`config.mk`:
```
export PLATFORM = sky130hd
export DESIGN_NAME = block_scaled_int8_dot_accumulator_flat
export DESIGN_NICKNAME = d
export VERILOG_FILES = /design/src/bsda_pkg.sv /design/src/bsda_in_if.sv /design/src/bsda_out_if.sv /design/src/block_scaled_int8_dot_accumulator.sv /design/src/bsda_front.sv /design/src/bsda_queue.sv /design/src/bsda_back.sv /design/src/flat_wrapper.sv
export VERILOG_INCLUDE_DIRS = /design/src /design/src/src
export SDC_FILE = /design/constraint.sdc
export NUM_CORES = 2
export LEC_CHECK = 0
export BUFFER_PORTS_ARGS = -buffer_cell sky130_fd_sc_hd__buf_4
export CAP_MARGIN = 10
export CORE_MARGIN = 2
export CORE_UTILIZATION = 39
export CTS_BUF_LIST = sky130_fd_sc_hd__clkbuf_16
export CTS_CLUSTER_SIZE = 24
export DETAILED_ROUTE_END_ITERATION = 7
export PLACE_DENSITY = 0.51
export RECOVER_POWER = 50
export SYNTH_ARGS = -nofsm -noshare
export SYNTH_HDL_FRONTEND = slang
export SYNTH_HIERARCHICAL = 1
export SYNTH_SLANG_ARGS = --single-unit
```
`constraint.sdc`:
```
create_clock -name clk -period 47.3 [get_ports clk]
set_input_delay 11.825 -clock clk [delete_from_list [all_inputs] [get_ports clk]]
set_output_delay 11.825 -clock clk [all_outputs]
set_load 0.005 [all_outputs]
```
`src/block_scaled_int8_dot_accumulator_macros.svh`:
```
// Assertion macros for the block-scaled dot accumulator.
// Each expects clk and rst in scope.
`ifndef BLOCK_SCALED_INT8_DOT_ACCUMULATOR_MACROS_SVH
`define BLOCK_SCALED_INT8_DOT_ACCUMULATOR_MACROS_SVH

// Same-cycle implication.
`define BSDA_ASSERT_IMPL(lbl, ante, cons, msg) \
  lbl: assert property (@(posedge clk) disable iff (rst) (ante) |-> (cons)) else $error(msg);

// Next-cycle implication.
`define BSDA_ASSERT_NEXT(lbl, ante, cons, msg) \
  lbl: assert property (@(posedge clk) disable iff (rst) (ante) |=> (cons)) else $error(msg);

`endif

```
`src/bsda_pkg.sv`:
```
`timescale 1ns / 1ps
// ----------------------------------------------------------------------------
// bsda_pkg
// Shared types, constants and fp32 helper functions for the dot accumulator.
// ----------------------------------------------------------------------------
package bsda_pkg;

  localparam int QSUM_W = 24;  // holds the largest block sum for block lengths up to 511
  localparam int RAW_W  = 50;  // working significand of the float unit
  localparam int EXP_W  = 13;  // signed working exponent

  localparam logic WFMT_Q8 = 1'b0;
  localparam logic WFMT_Q4 = 1'b1;

  localparam logic [31:0] F32_QNAN = 32'h7FC0_0000;
  localparam logic [7:0]  F32_EMAX = 8'hFF;

  // Fold request: one finished block sum and what to do with it
  typedef struct packed {
    logic signed [QSUM_W-1:0] sum;
    logic [31:0]              act_scale;
    logic [15:0]              wscale_half;
    logic                     load;
    logic [31:0]              init;
    logic                     emit;
  } fold_req_t;

  // Unpacked float operand; exponent is biased, subnormals use exponent 1
  typedef struct packed {
    logic        sign;
    logic [9:0]  ex;
    logic [23:0] man;
    logic        nan;
    logic        inf;
  } fop_t;

  function automatic fop_t unpack32(input logic [31:0] b);
    fop_t u;
    u.sign = b[31];
    u.ex   = (b[30:23] == 8'd0) ? 10'd1 : {2'b0, b[30:23]};
    u.man  = {b[30:23] != 8'd0, b[22:0]};
    u.nan  = (b[30:23] == F32_EMAX) && (b[22:0] != 23'd0);
    u.inf  = (b[30:23] == F32_EMAX) && (b[22:0] == 23'd0);
    return u;
  endfunction

  // Half widened to single; subnormal halves stay unnormalized
  function automatic fop_t unpack16(input logic [15:0] h);
    fop_t u;
    u.sign = h[15];
    u.ex   = ((h[14:10] == 5'd0) ? 10'd1 : {5'b0, h[14:10]}) + 10'd112;
    u.man  = {h[14:10] != 5'd0, h[9:0], 13'b0};
    u.nan  = (h[14:10] == 5'h1F) && (h[9:0] != 10'd0);
    u.inf  = (h[14:10] == 5'h1F) && (h[9:0] == 10'd0);
    return u;
  endfunction

  function automatic logic [5:0] lzc50(input logic [RAW_W-1:0] v);
    logic [5:0] n;
    logic       hit;
    n   = '0;
    hit = 1'b0;
    for (int i = RAW_W - 1; i >= 0; i--) begin
      if (!hit) begin
        if (v[i]) hit = 1'b1;
        else n = n + 6'd1;
      end
    end
    return n;
  endfunction

  // Round to nearest even; r normalized with leading one at bit RAW_W-1,
  // value = r / 2^(RAW_W-1) * 2^(ex-127)
  function automatic logic [31:0] round_pack(input logic sign,
                                             input logic signed [EXP_W-1:0] ex,
                                             input logic [RAW_W-1:0] r);
    logic [RAW_W-1:0] s;
    logic [23:0]      m;
    logic             g;
    logic             st;
    logic             rup;
    logic [7:0]       ef;
    logic [6:0]       sh;
    logic [30:0]      mag;
    s  = r;
    ef = '0;
    sh = '0;
    if (r == '0) return {sign, 31'b0};
    if (ex >= 13'sd255) return {sign, F32_EMAX, 23'b0};
    if (ex >= 13'sd1) begin
      ef = ex[7:0] - 8'd1;
    end else if (ex < -13'sd48) begin
      s = {{(RAW_W-1){1'b0}}, 1'b1};
    end else begin
      sh = 7'(13'sd1 - ex);
      s  = (r >> sh) | {{(RAW_W-1){1'b0}}, |(r << (7'(RAW_W) - sh))};
    end
    m   = s[RAW_W-1:RAW_W-24];
    g   = s[RAW_W-25];
    st  = |s[RAW_W-26:0];
    rup = g & (st | m[0]);
    mag = {ef, 23'b0} + {7'b0, m} + {30'b0, rup};
    return {sign, mag};
  endfunction

endpackage

```
`src/bsda_in_if.sv`:
```
`timescale 1ns / 1ps
// ----------------------------------------------------------------------------
// bsda_in_if
// Input element channel: activation, weight code, scales and framing flags.
// ----------------------------------------------------------------------------
interface bsda_in_if;
  logic              valid;
  logic              ready;
  logic signed [7:0] act_value;
  logic [7:0]        weight_code;
  logic [31:0]       act_scale;
  logic [15:0]       weight_scale_half;
  logic              start_dot;
  logic              use_initial;
  logic [31:0]       initial_value;
  logic              end_dot;

  modport source(output valid, act_value, weight_code, act_scale, weight_scale_half,
                 start_dot, use_initial, initial_value, end_dot, input ready);
  modport sink(input valid, act_value, weight_code, act_scale, weight_scale_half,
               start_dot, use_initial, initial_value, end_dot, output ready);
endinterface

```
`src/bsda_out_if.sv`:
```
`timescale 1ns / 1ps
// ----------------------------------------------------------------------------
// bsda_out_if
// Result channel: fp32 bits of a finished dot product.
// ----------------------------------------------------------------------------
interface bsda_out_if;
  logic        valid;
  logic        ready;
  logic [31:0] dot_result;

  modport source(output valid, dot_result, input ready);
  modport sink(input valid, dot_result, output ready);
endinterface

```
`src/block_scaled_int8_dot_accumulator.sv`:
```
`timescale 1ns / 1ps
// Throughput: one element per cycle; each block fold runs through the
// shared float back end (convert, two multiplies, add; each setup, normalize, round).
// Folds wait in the two-entry queue while the back end is busy; with it full the input
// stalls, and an ending fold waits while the previous result is not yet taken.
// Reset (rst, synchronous) clears sums, counters, queue, accumulator (+0.0) and format.
// ----------------------------------------------------------------------------
// block_scaled_int8_dot_accumulator
// Block-quantized int8 dot product with fp32 accumulation of scaled block sums.
// ----------------------------------------------------------------------------
`include "block_scaled_int8_dot_accumulator_macros.svh"

module block_scaled_int8_dot_accumulator #(
  parameter int BLOCK_LEN = 32
) (
  input  logic       clk,
  input  logic       rst,
  input  logic       cfg_we,
  input  logic       cfg_data,
  bsda_in_if.sink    in_ch,
  bsda_out_if.source out_ch
);
  import bsda_pkg::*;

  logic      weight_format;
  logic      q_push;
  logic      q_pop;
  logic      q_valid;
  logic      q_full;
  fold_req_t q_in;
  fold_req_t q_head;

  // Hold the weight format register
  always_ff @(posedge clk) begin
    if (rst) weight_format <= WFMT_Q8;
    else if (cfg_we) weight_format <= cfg_data;
  end

  bsda_front #(.BLOCK_LEN(BLOCK_LEN)) u_front (
    .clk(clk), .rst(rst), .weight_format(weight_format), .in_ch(in_ch),
    .q_full(q_full), .push(q_push), .entry(q_in)
  );

  bsda_queue u_queue (
    .clk(clk), .rst(rst), .push(q_push), .din(q_in), .pop(q_pop),
    .q_valid(q_valid), .q_full(q_full), .dout(q_head)
  );

  bsda_back u_back (
    .clk(clk), .rst(rst), .q_valid(q_valid), .q_head(q_head), .pop(q_pop),
    .out_ch(out_ch)
  );

  `BSDA_ASSERT_IMPL(a_no_overflow, q_push, !q_full, "fold request pushed into a full queue")
  `BSDA_ASSERT_IMPL(a_emit_slot, q_pop && q_head.emit, !out_ch.valid, "result slot busy")
  `BSDA_ASSERT_NEXT(a_push_lands, q_push, q_valid, "pushed request not visible")

endmodule

```
`src/bsda_front.sv`:
```
`timescale 1ns / 1ps
// ----------------------------------------------------------------------------
// bsda_front
// Decodes weights, keeps the integer block sum and issues fold requests.
// ----------------------------------------------------------------------------
module bsda_front #(
  parameter int BLOCK_LEN = 32
) (
  input  logic                 clk,
  input  logic                 rst,
  input  logic                 weight_format,
  bsda_in_if.sink              in_ch,
  input  logic                 q_full,
  output logic                 push,
  output bsda_pkg::fold_req_t  entry
);
  import bsda_pkg::*;

  localparam int SUM_W = $clog2(BLOCK_LEN) + 16;
  localparam int IDX_W = $clog2(BLOCK_LEN);

  logic signed [SUM_W-1:0] sum;
  logic [IDX_W-1:0]        idx;
  logic                    pend_load;
  logic [31:0]             pend_init;

  logic signed [SUM_W-1:0] base_sum;
  logic signed [SUM_W-1:0] sum_next;
  logic [IDX_W-1:0]        base_idx;
  logic signed [7:0]       w;
  logic signed [15:0]      prod;
  logic                    fold;
  logic                    accept;
  logic                    ld;
  logic [31:0]             ld_val;

  assign in_ch.ready = !q_full;
  assign accept      = in_ch.valid && in_ch.ready;

  // Decode weight, multiply, add into the block sum
  always_comb begin
    if (weight_format == WFMT_Q4) w = $signed({4'b0, in_ch.weight_code[3:0]}) - 8'sd8;
    else w = $signed(in_ch.weight_code);
    prod     = in_ch.act_value * w;
    base_sum = in_ch.start_dot ? '0 : sum;
    base_idx = in_ch.start_dot ? '0 : idx;
    sum_next = base_sum + SUM_W'(prod);
    fold     = (base_idx == IDX_W'(BLOCK_LEN - 1)) || in_ch.end_dot;
    ld       = in_ch.start_dot || pend_load;
    ld_val   = in_ch.start_dot ? (in_ch.use_initial ? in_ch.initial_value : 32'd0)
                               : pend_init;
  end

  // Build the fold request
  always_comb begin
    push              = accept && fold;
    entry.sum         = QSUM_W'(sum_next);
    entry.act_scale   = in_ch.act_scale;
    entry.wscale_half = in_ch.weight_scale_half;
    entry.load        = ld;
    entry.init        = ld_val;
    entry.emit        = in_ch.end_dot;
  end

  // Advance the block state
  always_ff @(posedge clk) begin
    if (rst) begin
      sum       <= '0;
      idx       <= '0;
      pend_load <= 1'b0;
    end else if (accept) begin
      if (fold) begin
        sum       <= '0;
        idx       <= '0;
        pend_load <= 1'b0;
      end else begin
        sum       <= sum_next;
        idx       <= base_idx + IDX_W'(1);
        pend_load <= ld;
      end
    end
  end

  always_ff @(posedge clk) begin
    if (accept && !fold) pend_init <= ld_val;
  end

endmodule

```
`src/bsda_queue.sv`:
```
`timescale 1ns / 1ps
// ----------------------------------------------------------------------------
// bsda_queue
// Two-entry queue of fold requests between the front and the float back end.
// ----------------------------------------------------------------------------
module bsda_queue (
  input  logic                clk,
  input  logic                rst,
  input  logic                push,
  input  bsda_pkg::fold_req_t din,
  input  logic                pop,
  output logic                q_valid,
  output logic                q_full,
  output bsda_pkg::fold_req_t dout
);
  import bsda_pkg::*;

  fold_req_t  mem [2];
  logic       wp;
  logic       rp;
  logic [1:0] cnt;

  assign q_valid = (cnt != 2'd0);
  assign q_full  = (cnt == 2'd2);
  assign dout    = mem[rp];

  // Store a request
  always_ff @(posedge clk) begin
    if (push) mem[wp] <= din;
  end

  // Move pointers and count
  always_ff @(posedge clk) begin
    if (rst) begin
      wp  <= 1'b0;
      rp  <= 1'b0;
      cnt <= 2'd0;
    end else begin
      if (push) wp <= ~wp;
      if (pop) rp <= ~rp;
      cnt <= cnt + {1'b0, push} - {1'b0, pop};
    end
  end

endmodule

```
`src/bsda_back.sv`:
```
`timescale 1ns / 1ps
// ----------------------------------------------------------------------------
// bsda_back
// Float back end: converts the block sum, scales it twice, adds it into the
// fp32 accumulator and presents the result when the dot product ends.
// ----------------------------------------------------------------------------
module bsda_back (
  input  logic                clk,
  input  logic                rst,
  input  logic                q_valid,
  input  bsda_pkg::fold_req_t q_head,
  output logic                pop,
  bsda_out_if.source          out_ch
);
  import bsda_pkg::*;

  typedef enum logic [3:0] {
    S_IDLE = 4'b0001,
    S_OP   = 4'b0010,
    S_NORM = 4'b0100,
    S_RND  = 4'b1000
  } state_t;

  typedef enum logic [1:0] {
    OP_CONV = 2'd0,
    OP_MUL1 = 2'd1,
    OP_MUL2 = 2'd2,
    OP_ADD  = 2'd3
  } op_t;

  state_t                  state;
  op_t                     op;
  fold_req_t               req;
  logic [31:0]             x;
  logic [31:0]             acc;
  logic [RAW_W-1:0]        raw;
  logic signed [EXP_W-1:0] rex;
  logic                    rsign;
  logic                    spec;
  logic [31:0]             spec_bits;
  logic                    out_valid;
  logic [31:0]             out_data;

  fop_t                    ua;
  fop_t                    ub;
  fop_t                    bg;
  fop_t                    sm;
  logic [QSUM_W-1:0]       smag;
  logic [9:0]              d;
  logic [RAW_W-1:0]        bigr;
  logic [RAW_W-1:0]        smr0;
  logic [RAW_W-1:0]        smr;
  logic [RAW_W-1:0]        o_raw;
  logic signed [EXP_W-1:0] o_ex;
  logic                    o_sign;
  logic                    o_spec;
  logic [31:0]             o_spec_bits;
  logic [5:0]              lz;
  logic [31:0]             res;

  assign out_ch.valid      = out_valid;
  assign out_ch.dot_result = out_data;
  assign pop = q_valid && (state == S_IDLE) && (!out_valid || !q_head.emit);

  // Operand setup for the current step
  always_comb begin
    ua          = unpack32((op == OP_ADD) ? acc : x);
    ub          = unpack32(x);
    bg          = ua;
    sm          = ub;
    smag        = '0;
    d           = '0;
    bigr        = '0;
    smr0        = '0;
    smr         = '0;
    o_raw       = '0;
    o_ex        = '0;
    o_sign      = 1'b0;
    o_spec      = 1'b0;
    o_spec_bits = F32_QNAN;
    unique case (op)
      OP_CONV: begin
        smag   = req.sum[QSUM_W-1] ? (QSUM_W'(0) - req.sum) : req.sum;
        o_raw  = RAW_W'(smag);
        o_ex   = 13'sd176;
        o_sign = req.sum[QSUM_W-1];
      end
      OP_MUL1, OP_MUL2: begin
        ub     = (op == OP_MUL1) ? unpack16(req.wscale_half) : unpack32(req.act_scale);
        o_sign = ua.sign ^ ub.sign;
        o_raw  = RAW_W'(ua.man * ub.man);
        o_ex   = EXP_W'({3'b0, ua.ex}) + EXP_W'({3'b0, ub.ex}) - 13'sd124;
        if (ua.nan || ub.nan || (ua.inf && ub.man == 24'd0) || (ub.inf && ua.man == 24'd0))
        begin
          o_spec      = 1'b1;
          o_spec_bits = F32_QNAN;
        end else if (ua.inf || ub.inf) begin
          o_spec      = 1'b1;
          o_spec_bits = {o_sign, F32_EMAX, 23'b0};
        end
      end
      OP_ADD: begin
        if ({ua.ex, ua.man} >= {ub.ex, ub.man}) begin
          bg = ua;
          sm = ub;
        end else begin
          bg = ub;
          sm = ua;
        end
        d    = bg.ex - sm.ex;
        bigr = {2'b0, bg.man, 24'b0};
        smr0 = {2'b0, sm.man, 24'b0};
        if (d >= 10'(RAW_W)) smr = {{(RAW_W-1){1'b0}}, |sm.man};
        else smr = (smr0 >> d) | {{(RAW_W-1){1'b0}}, |(smr0 << (10'(RAW_W) - d))};
        o_raw  = (bg.sign == sm.sign) ? (bigr + smr) : (bigr - smr);
        o_sign = (o_raw == '0 && bg.sign != sm.sign) ? 1'b0 : bg.sign;
        o_ex   = EXP_W'({3'b0, bg.ex}) + 13'sd2;
        if (ua.nan || ub.nan || (ua.inf && ub.inf && ua.sign != ub.sign)) begin
          o_spec      = 1'b1;
          o_spec_bits = F32_QNAN;
        end else if (ua.inf || ub.inf) begin
          o_spec      = 1'b1;
          o_spec_bits = {ua.inf ? ua.sign : ub.sign, F32_EMAX, 23'b0};
        end
      end
      default: ;
    endcase
  end

  assign lz  = lzc50(raw);
  assign res = spec ? spec_bits : round_pack(rsign, rex, raw);

  // Sequence the four float steps of a fold
  always_ff @(posedge clk) begin
    if (rst) begin
      state     <= S_IDLE;
      op        <= OP_CONV;
      acc       <= '0;
      out_valid <= 1'b0;
    end else begin
      if (out_valid && out_ch.ready) out_valid <= 1'b0;
      unique case (state)
        S_IDLE: begin
          if (pop) begin
            if (q_head.load) acc <= q_head.init;
            op    <= OP_CONV;
            state <= S_OP;
          end
        end
        S_OP: state <= S_NORM;
        S_NORM: state <= S_RND;
        S_RND: begin
          if (op == OP_ADD) begin
            acc <= res;
            if (req.emit) out_valid <= 1'b1;
            state <= S_IDLE;
          end else begin
            op    <= op_t'(op + 2'd1);
            state <= S_OP;
          end
        end
        default: state <= S_IDLE;
      endcase
    end
  end

  // Datapath registers
  always_ff @(posedge clk) begin
    if (state == S_IDLE && pop) req <= q_head;
    if (state == S_OP) begin
      raw       <= o_raw;
      rex       <= o_ex;
      rsign     <= o_sign;
      spec      <= o_spec;
      spec_bits <= o_spec_bits;
    end
    if (state == S_NORM) begin
      raw <= raw << lz;
      rex <= rex - EXP_W'(lz);
    end
    if (state == S_RND) begin
      x <= res;
      if (op == OP_ADD && req.emit) out_data <= res;
    end
  end

endmodule

```
`src/flat_wrapper.sv`:
```
// flat-port wrapper written by rule: the top's interface ports become plain ports
module block_scaled_int8_dot_accumulator_flat import bsda_pkg::*;
#(
  parameter int BLOCK_LEN = 32
)
  (clk, rst, cfg_we, cfg_data, in_ch_valid, in_ch_act_value, in_ch_weight_code, in_ch_act_scale, in_ch_weight_scale_half, in_ch_start_dot, in_ch_use_initial, in_ch_initial_value, in_ch_end_dot, in_ch_ready, out_ch_valid, out_ch_dot_result, out_ch_ready);
  bsda_in_if in_ch_i ();
  bsda_out_if out_ch_i ();
  input  logic clk;
  input  logic rst;
  input  logic cfg_we;
  input  logic cfg_data;
  input wire logic [$bits(in_ch_i.valid)-1:0] in_ch_valid;
  input wire logic [$bits(in_ch_i.act_value)-1:0] in_ch_act_value;
  input wire logic [$bits(in_ch_i.weight_code)-1:0] in_ch_weight_code;
  input wire logic [$bits(in_ch_i.act_scale)-1:0] in_ch_act_scale;
  input wire logic [$bits(in_ch_i.weight_scale_half)-1:0] in_ch_weight_scale_half;
  input wire logic [$bits(in_ch_i.start_dot)-1:0] in_ch_start_dot;
  input wire logic [$bits(in_ch_i.use_initial)-1:0] in_ch_use_initial;
  input wire logic [$bits(in_ch_i.initial_value)-1:0] in_ch_initial_value;
  input wire logic [$bits(in_ch_i.end_dot)-1:0] in_ch_end_dot;
  output wire logic [$bits(in_ch_i.ready)-1:0] in_ch_ready;
  output wire logic [$bits(out_ch_i.valid)-1:0] out_ch_valid;
  output wire logic [$bits(out_ch_i.dot_result)-1:0] out_ch_dot_result;
  input wire logic [$bits(out_ch_i.ready)-1:0] out_ch_ready;
  assign in_ch_i.valid = in_ch_valid;
  assign in_ch_i.act_value = in_ch_act_value;
  assign in_ch_i.weight_code = in_ch_weight_code;
  assign in_ch_i.act_scale = in_ch_act_scale;
  assign in_ch_i.weight_scale_half = in_ch_weight_scale_half;
  assign in_ch_i.start_dot = in_ch_start_dot;
  assign in_ch_i.use_initial = in_ch_use_initial;
  assign in_ch_i.initial_value = in_ch_initial_value;
  assign in_ch_i.end_dot = in_ch_end_dot;
  assign in_ch_ready = in_ch_i.ready;
  assign out_ch_valid = out_ch_i.valid;
  assign out_ch_dot_result = out_ch_i.dot_result;
  assign out_ch_i.ready = out_ch_ready;
  block_scaled_int8_dot_accumulator #(.BLOCK_LEN(BLOCK_LEN)) u_core (.clk(clk), .rst(rst), .cfg_we(cfg_we), .cfg_data(cfg_data), .in_ch(in_ch_i), .out_ch(out_ch_i));
endmodule
```
Yosys cells after proc, flatten, opt, wreduce, memory -nomap -nowiden
Memory sizes are Yosys's and may differ from the RTL's. A register that Yosys moved wholly into a read port is not among the register bits.
Cells that the tools add are included.
{"block": "totals", "reg_bits": 337, "latchBits": 0, "mem_bits_rw": 212, "mem_bits_ro": 0, "inputBits": 105, "output_inout_bits": 34, "wordCells": 470, "mem_count": 1}
{"block": "op_classes", "add_sub_neg": 70, "n_mul": 2, "n_div": 0, "order_cmp": 5, "n_eq_ne": 20, "shift": 5, "n_mux": 270, "bitwise": 7, "n_reduce_logical": 67}
{"memory": "u_core.u_queue.mem", "words": 2, "width": 106, "read_ports": 1, "rd_ports_with_merged_regs": 1, "wr": 1, "line_no": "bsda_queue.sv:18", "rtl": "fold_req_t mem [2];"}
{"op": "two-way mux 6 bit", "count": 98}
{"op": "two-way mux 32 bit", "count": 15}
{"op": "two-way mux 50 bit", "count": 9}
{"op": "adder 6 x 1 -> 6 bit (second input constant)", "count": 49}
{"op": "two-way mux 37 bit", "count": 5}
{"op": "one-hot mux 50 bit (3 select lines)", "count": 1}
{"op": "one-hot mux 32 bit (2 select lines)", "count": 2}
{"op": "two-way mux 1 bit", "count": 116}
{"op": "zero test 50 bit", "count": 2}
{"op": "OR 50 x 1 -> 50 bit", "count": 2}
{"op": "OR reduction 50 bit", "count": 2}
{"op": "zero test 23 bit", "count": 3}
{"op": "nonzero test 23 bit", "count": 3}
{"op": "two-way mux 8 bit", "count": 7}
{"op": "adder 48 x 50 -> 50 bit", "count": 1}
{"op": "<< shifter 48 x 10 -> 50 bit", "count": 1}
{"op": "<< shifter 50 x 6 -> 50 bit", "count": 1}
{"op": "<< shifter 50 x 7 -> 50 bit", "count": 1}
{"op": ">> shifter 48 x 10 -> 50 bit", "count": 1}
{"op": ">> shifter 50 x 7 -> 50 bit", "count": 1}
{"op": "subtractor 48 x 50 -> 50 bit", "count": 1}
{"op": "zero test 24 bit", "count": 2}
{"op": "multiplier 24 x 24 -> 48 bit", "count": 1}
{"op": "two-way mux 21 bit", "count": 2}
{"op": "other kinds (67)", "count": 120}

Longest topological paths before layout
{"block": "depth", "word_depth": 150, "ltp_mapped": 179}

Modules after synthesis
Netlist, hierarchy kept.
{"module": "bsda_back", "n_inst": 1, "cells_per_inst": 6547, "area_per_inst_um2": 52440.3}
{"module": "bsda_queue", "n_inst": 1, "cells_per_inst": 351, "area_per_inst_um2": 8026.4}
{"module": "bsda_front", "n_inst": 1, "cells_per_inst": 710, "area_per_inst_um2": 6725.2}
{"module": "block_scaled_int8_dot_accumulator", "n_inst": 1, "cells_per_inst": 3, "area_per_inst_um2": 33.8}

Worst setup path before layout
OpenSTA, ideal clock, no wires.
{"block": "synth_path", "kind": "reg-to-reg", "start": "reg u_core.u_back.raw[48]", "end": "reg u_core.u_back.rex[11] (data pin)", "setup_time_ns": 0.268, "arrival_ns": 32.805, "required_time_ns": 47.032, "setup_slack_ns": 14.227, "stages_incl_launch_ff": 180, "period_less_slack_ns": 33.073, "path_cell_list": "edfxtp_1 buf_4 or2_0 clkbuf_1 inv_1 ha_1 nor2_1 nor2_1 ha_1 or2_2 a21oi_1 nor2_1 ha_1 mux2_2 ha_1 mux2i_1 a211oi_1 ha_1 (+144 left out) ha_1 mux2i_1 nor2_1 a21oi_1 o21ai_0 inv_2 buf_1 clkbuf_1 ha_1 a21o_1 a21o_1 a21oi_1 o21bai_1 a211o_1 or2_2 nor4_1 xnor2_1 o21ai_0"}
{"block": "synth_via", "elab_chain_cells": 148, "word_cells_on_any_way": 197}
{"element": "from (decl)", "line_no": "bsda_back.sv:36", "rtl": "logic [RAW_W-1:0] raw;"}
{"element": "from (signal assigned)", "line_no": "bsda_back.sv:171", "rtl": "raw <= o_raw;"}
{"element": "from (signal assigned)", "line_no": "bsda_back.sv:178", "rtl": "raw <= raw << lz;"}
{"element": "two-way mux 6 bit", "line_no": "bsda_pkg.sv:65", "rtl": "if (v[i]) hit = 1'b1;"}
{"element": "two-way mux 6 bit", "line_no": "bsda_pkg.sv:64", "rtl": "if (!hit) begin"}
{"element": "adder 6 x 1 -> 6 bit", "line_no": "bsda_pkg.sv:66", "rtl": "else n = n + 6'd1;"}
{"element": "two-way mux 6 bit", "line_no": "bsda_pkg.sv:65"}
{"element": "two-way mux 6 bit", "line_no": "bsda_pkg.sv:64"}
{"element": "adder 6 x 1 -> 6 bit", "line_no": "bsda_pkg.sv:66"}
{"element": "two-way mux 6 bit", "line_no": "bsda_pkg.sv:65"}
{"element": "two-way mux 6 bit", "line_no": "bsda_pkg.sv:64"}
{"element": "(+132 left out)"}
{"element": "adder 6 x 1 -> 6 bit", "line_no": "bsda_pkg.sv:66"}
{"element": "two-way mux 6 bit", "line_no": "bsda_pkg.sv:65"}
{"element": "two-way mux 6 bit", "line_no": "bsda_pkg.sv:64"}
{"element": "adder 6 x 1 -> 6 bit", "line_no": "bsda_pkg.sv:66"}
{"element": "two-way mux 6 bit", "line_no": "bsda_pkg.sv:65"}
{"element": "two-way mux 6 bit *", "line_no": "bsda_pkg.sv:64"}
{"element": "subtractor 13 x 6 -> 13 bit *", "line_no": "bsda_back.sv:179", "rtl": "rex <= rex - EXP_W'(lz);"}
{"element": "two-way mux 13 bit *", "line_no": "bsda_back.sv:177", "rtl": "if (state == S_NORM) begin"}
{"element": "to (signal assigned)", "line_no": "bsda_back.sv:179"}
{"element": "to (decl)", "line_no": "bsda_back.sv:37", "rtl": "logic signed [EXP_W-1:0] rex;"}
Mark *: on every way between the ends. The rest lies on a longest branch, timed or not.
A chain may end at the register's enable or synchronous reset.

Worst setup path in the final report
{"block": "layout_path", "start": "reg u_core.u_back.raw[49]", "end": "reg u_core.u_back.rex[11] (data pin)"}
{"block": "layout_via", "elab_chain_cells": 150, "word_cells_on_any_way": 199}
{"element": "two-way mux 1 bit", "line_no": "bsda_pkg.sv:65"}
{"element": "adder 6 x 1 -> 6 bit", "line_no": "bsda_pkg.sv:66"}
{"element": "two-way mux 6 bit", "line_no": "bsda_pkg.sv:65"}
{"element": "two-way mux 6 bit", "line_no": "bsda_pkg.sv:64"}
{"element": "adder 6 x 1 -> 6 bit", "line_no": "bsda_pkg.sv:66"}
{"element": "two-way mux 6 bit", "line_no": "bsda_pkg.sv:65"}
{"element": "two-way mux 6 bit", "line_no": "bsda_pkg.sv:64"}
{"element": "adder 6 x 1 -> 6 bit", "line_no": "bsda_pkg.sv:66"}
{"element": "(+134 left out)"}
{"element": "adder 6 x 1 -> 6 bit", "line_no": "bsda_pkg.sv:66"}
{"element": "two-way mux 6 bit", "line_no": "bsda_pkg.sv:65"}
{"element": "two-way mux 6 bit", "line_no": "bsda_pkg.sv:64"}
{"element": "adder 6 x 1 -> 6 bit", "line_no": "bsda_pkg.sv:66"}
{"element": "two-way mux 6 bit", "line_no": "bsda_pkg.sv:65"}
{"element": "two-way mux 6 bit *", "line_no": "bsda_pkg.sv:64"}
{"element": "subtractor 13 x 6 -> 13 bit *", "line_no": "bsda_back.sv:179"}
{"element": "two-way mux 13 bit *", "line_no": "bsda_back.sv:177"}
Marks and branches as above.

==> flow_summary.json <==
{
  "cp-start-kind": "flop",
  "fmax_ghz": 0.0268,
  "gp_congestion": 0.991,
  "initial_core_util_pct": 39.2,
  "final_common_cell": "nand2_1",
  "grt_first_pass_wirelength_um": 377000,
  "cpPeakStageDelay_ns": 0.78,
  "syn2layout_area_growth_pct": 7.10,
  "seqCellArea_um2": 14900,
  "synthTopCellsByArea": "edfxtp_1 (20%), fa_1 (17%), ha_1 (7.3%)",
  "die_w_um": 419,
  "fin_crit_sh_pct": 79.0,
  "cts_buffer_depth": 3,
  "die_y_um": 419,
  "final_cell_count_no_fill": 9842,
  "grt_pass1_vias": 55800,
  "fin_nets": 8554,
  "port_buffers": 138,
  "ys_warn_count": 6,
  "drt-pass1-iter-count": 8,
  "routed_wl_um": 256000,
  "grt_max_degree": 85,
  "most-common-layout-cells": "nand2_1 (981), inv_1 (864), nor2_1 (691), fa_1 (577), edfxtp_1 (448)",
  "dp_hpwl_um": 202000,
  "place_area_um2": 70500,
  "hold_viol_final": 0,
  "tightest_slew_ns": 4.03,
  "worstPathMaxFanout": 53,
  "io_pins": 139,
  "clk_pin_slew_ns": 0.06,
  "synth_nets": 8686,
  "multi_input_comb_area_um2": 47000,
  "holdCritPathClass": "flop to flop",
  "path_class": "flop to flop",
  "cts_setup_buffers": 0,
  "yosysTopAreaCell": "edfxtp_1",
  "design_area_um2": 72000,
  "fin_skew_ns": 0.0446,
  "synth_cell_types": 113,
  "critical_path.slowest_cell": "a2111oi_0",
  "cts_tree": "built",
  "synthFlopType": "edfxtp_1",
  "setup_violations": 0,
  "netlist_area_um2": 67200,
  "grt-ovfl-total": 0,
  "async_flop_share_pct": 0,
  "outcome": "complete, but fails checks",
  "slew_viol_final": 657,
  "gr-usage-all-layers_pct": 28.8,
  "worst_ep_required_time_ns": 47.65,
  "dieArea_um2": 176000,
  "critPathCaptureType": "flop",
  "drive_gt1_share_pct": 9.17,
  "drcViolationCount": 0,
  "cts_buffers": 55,
  "insertion_delay_ns": 0.69,
  "synth.top_cell.area_share_pct": 20.0,
  "netlist_instances": 7611,
  "max-slew-margin-rel_pct": -169,
  "worst_ep_arrival_time_ns": 37.72,
  "syn_area_per_cell_um2": 8.83,
  "fin_setup_tns_ns": 0,
  "vias_per_cell": 5.76,
  "routedWlPerCell_um": 26.0,
  "cpMostUsedCell": "ha_1",
  "dp_cells": 9731,
  "synth-seq-area-share_pct": 22.2,
  "antenna_found_initial": 8,
  "ant_nets": 0,
  "fin_crit_ns": 37.37,
  "cts_htree_levels": 2,
  "cts_resized": 0,
  "rsz0062_at_grt": "false",
  "rows": 152,
  "clockRootBuffer": "clkbuf_16",
  "hold_slack_ns": 0.479,
  "cts.sinks": 520,
  "core-area_um2": 171000,
  "fillers": 17200,
  "holdBufCountCts": 0,
  "via_count": 56700,
  "drt_iter0_drc": 5054,
  "synth_edf_count": 448,
  "ys_ff_latch": 520,
  "violations": "capacitance limit, slew limit",
  "drv_cap": 16
}
[flip-flops by register name (all words and copies together) (netlist names), 13 cells and up, named ones only]
register and flops:
u_core/u_back/acc 32, u_core/u_back/req 73, u_core/u_front/pend_init 32, u_core/u_queue/mem 212
u_core/u_back/rex 13, u_core/u_back/x 32, u_core/u_back/out_ch.dot_result 32, u_core/u_back/raw 50
u_core/u_front/sum 21
[cell families after synthesis]
| kind of cell | Yosys count | synth area share [%] |
|---|---|---|
| DFF | 520 | 22.2 |
| AOI/OAI and AO/OA | 1423 | 14.0 |
| xor gates and xnor gates | 324 | 5.14 |
| buffers and inverters | 1364 | 8.03 |
| muxes | 501 | 9.27 |
| adders and majority gates | 972 | 24.5 |
| and+or+nand+nor | 2507 | 16.9 |
[routing by layer]
| layer | up-vias | part of all wire [%] | global-route usage [%] |
|---|---|---|---|
| met5 | - | 0.019 | 0 |
| met4 | 8 | 4.4 | 11.2 |
| met3 | 391 | 6.5 | 4.02 |
| met2 | 1981 | 45 | 45.7 |
| met1 | 28500 | 44 | 39.7 |
| li1 | 25800 | - | - |
[worst max-delay path: cells and delay by family (launching register included)]
| kind | cells | cell delay [ns] |
|---|---|---|
| AO/OA/AOI/OAI | 53 | 8.99 |
| multiplexers | 24 | 4.76 |
| XOR/XNOR | 1 | 0.15 |
| flip-flops | 1 | 0.63 |
| AND/OR/NAND/NOR | 39 | 4.92 |
| buffers and inverters | 12 | 1.80 |
| adder cells (fa/ha/maj) | 48 | 15.70 |
[per-stage QoR]
stage,utilization [%],setup WS [ns]
after floorplan,-,14.23
after global placement,41.2,11.12
final,42.0,9.93
after CTS,42.2,10.24
after global routing,42.0,6.90
after detailed placement,41.2,10.37
[cell usage after synthesis, types with 18 or more instances]
master      n
nor3_1    130
nand2_1   983
nand3_1   118
a211o_1    19
edfxtp_1  448
a311oi_1   26
o221ai_1   24
mux2_2    135
a21o_1     58
o311ai_0   20
nor4_1     61
clkbuf_1  359
o21bai_1   27
xnor3_1    22
mux2i_1   255
o211a_1    18
dfxtp_1    72
a31oi_1    39
o22ai_1    36
nor2_1    691
or2_2      34
or4_1      19
o21a_1     44
o31ai_1    33
and2_1     98
mux2_4     44
inv_1     856
mux4_2     65
nand3b_1   19
nand4_1    49
xnor2_1   176
or3_1      30
a21oi_1   350
ha_1      393
a211oi_1   59
o21ai_0   339
and3_1     48
xor2_1     99
o211ai_1   48
fa_1      577
buf_1      58
nor2b_1   102
a22oi_1    64
nand2b_1   76
buf_4      54
[path summary, 6_finish.rpt]
path | startpoint | end | slack [ns] | cells past startpoint
setup / recovery | u_core/u_back/raw[49] | u_core/u_back/rex[11] | 9.93 | 177
hold / removal | u_core/u_front/idx[2] | u_core/u_front/idx[2] | 0.48 | 2
setup reg to reg | u_core/u_back/raw[49] | u_core/u_back/rex[11] | 9.93 | 177
hold reg to reg | u_core/u_front/idx[2] | u_core/u_front/idx[2] | 0.48 | 2
[final cells by class]
cell class / count / area share (%)
Antenna cell: 8 / 0.0278
Clock buffer: 55 / 1.91
Clock inverter: 47 / 0.539
Inverter: 868 / 4.53
Multi-Input combinational cell: 5727 / 65.3
Sequential cell: 520 / 20.7
Tap cell: 2310 / 4.01
Timing Repair Buffer: 307 / 3.03
Power is not shown: default switching activity piles up to over one toggle a cycle in this logic, so the estimate is an artifact.
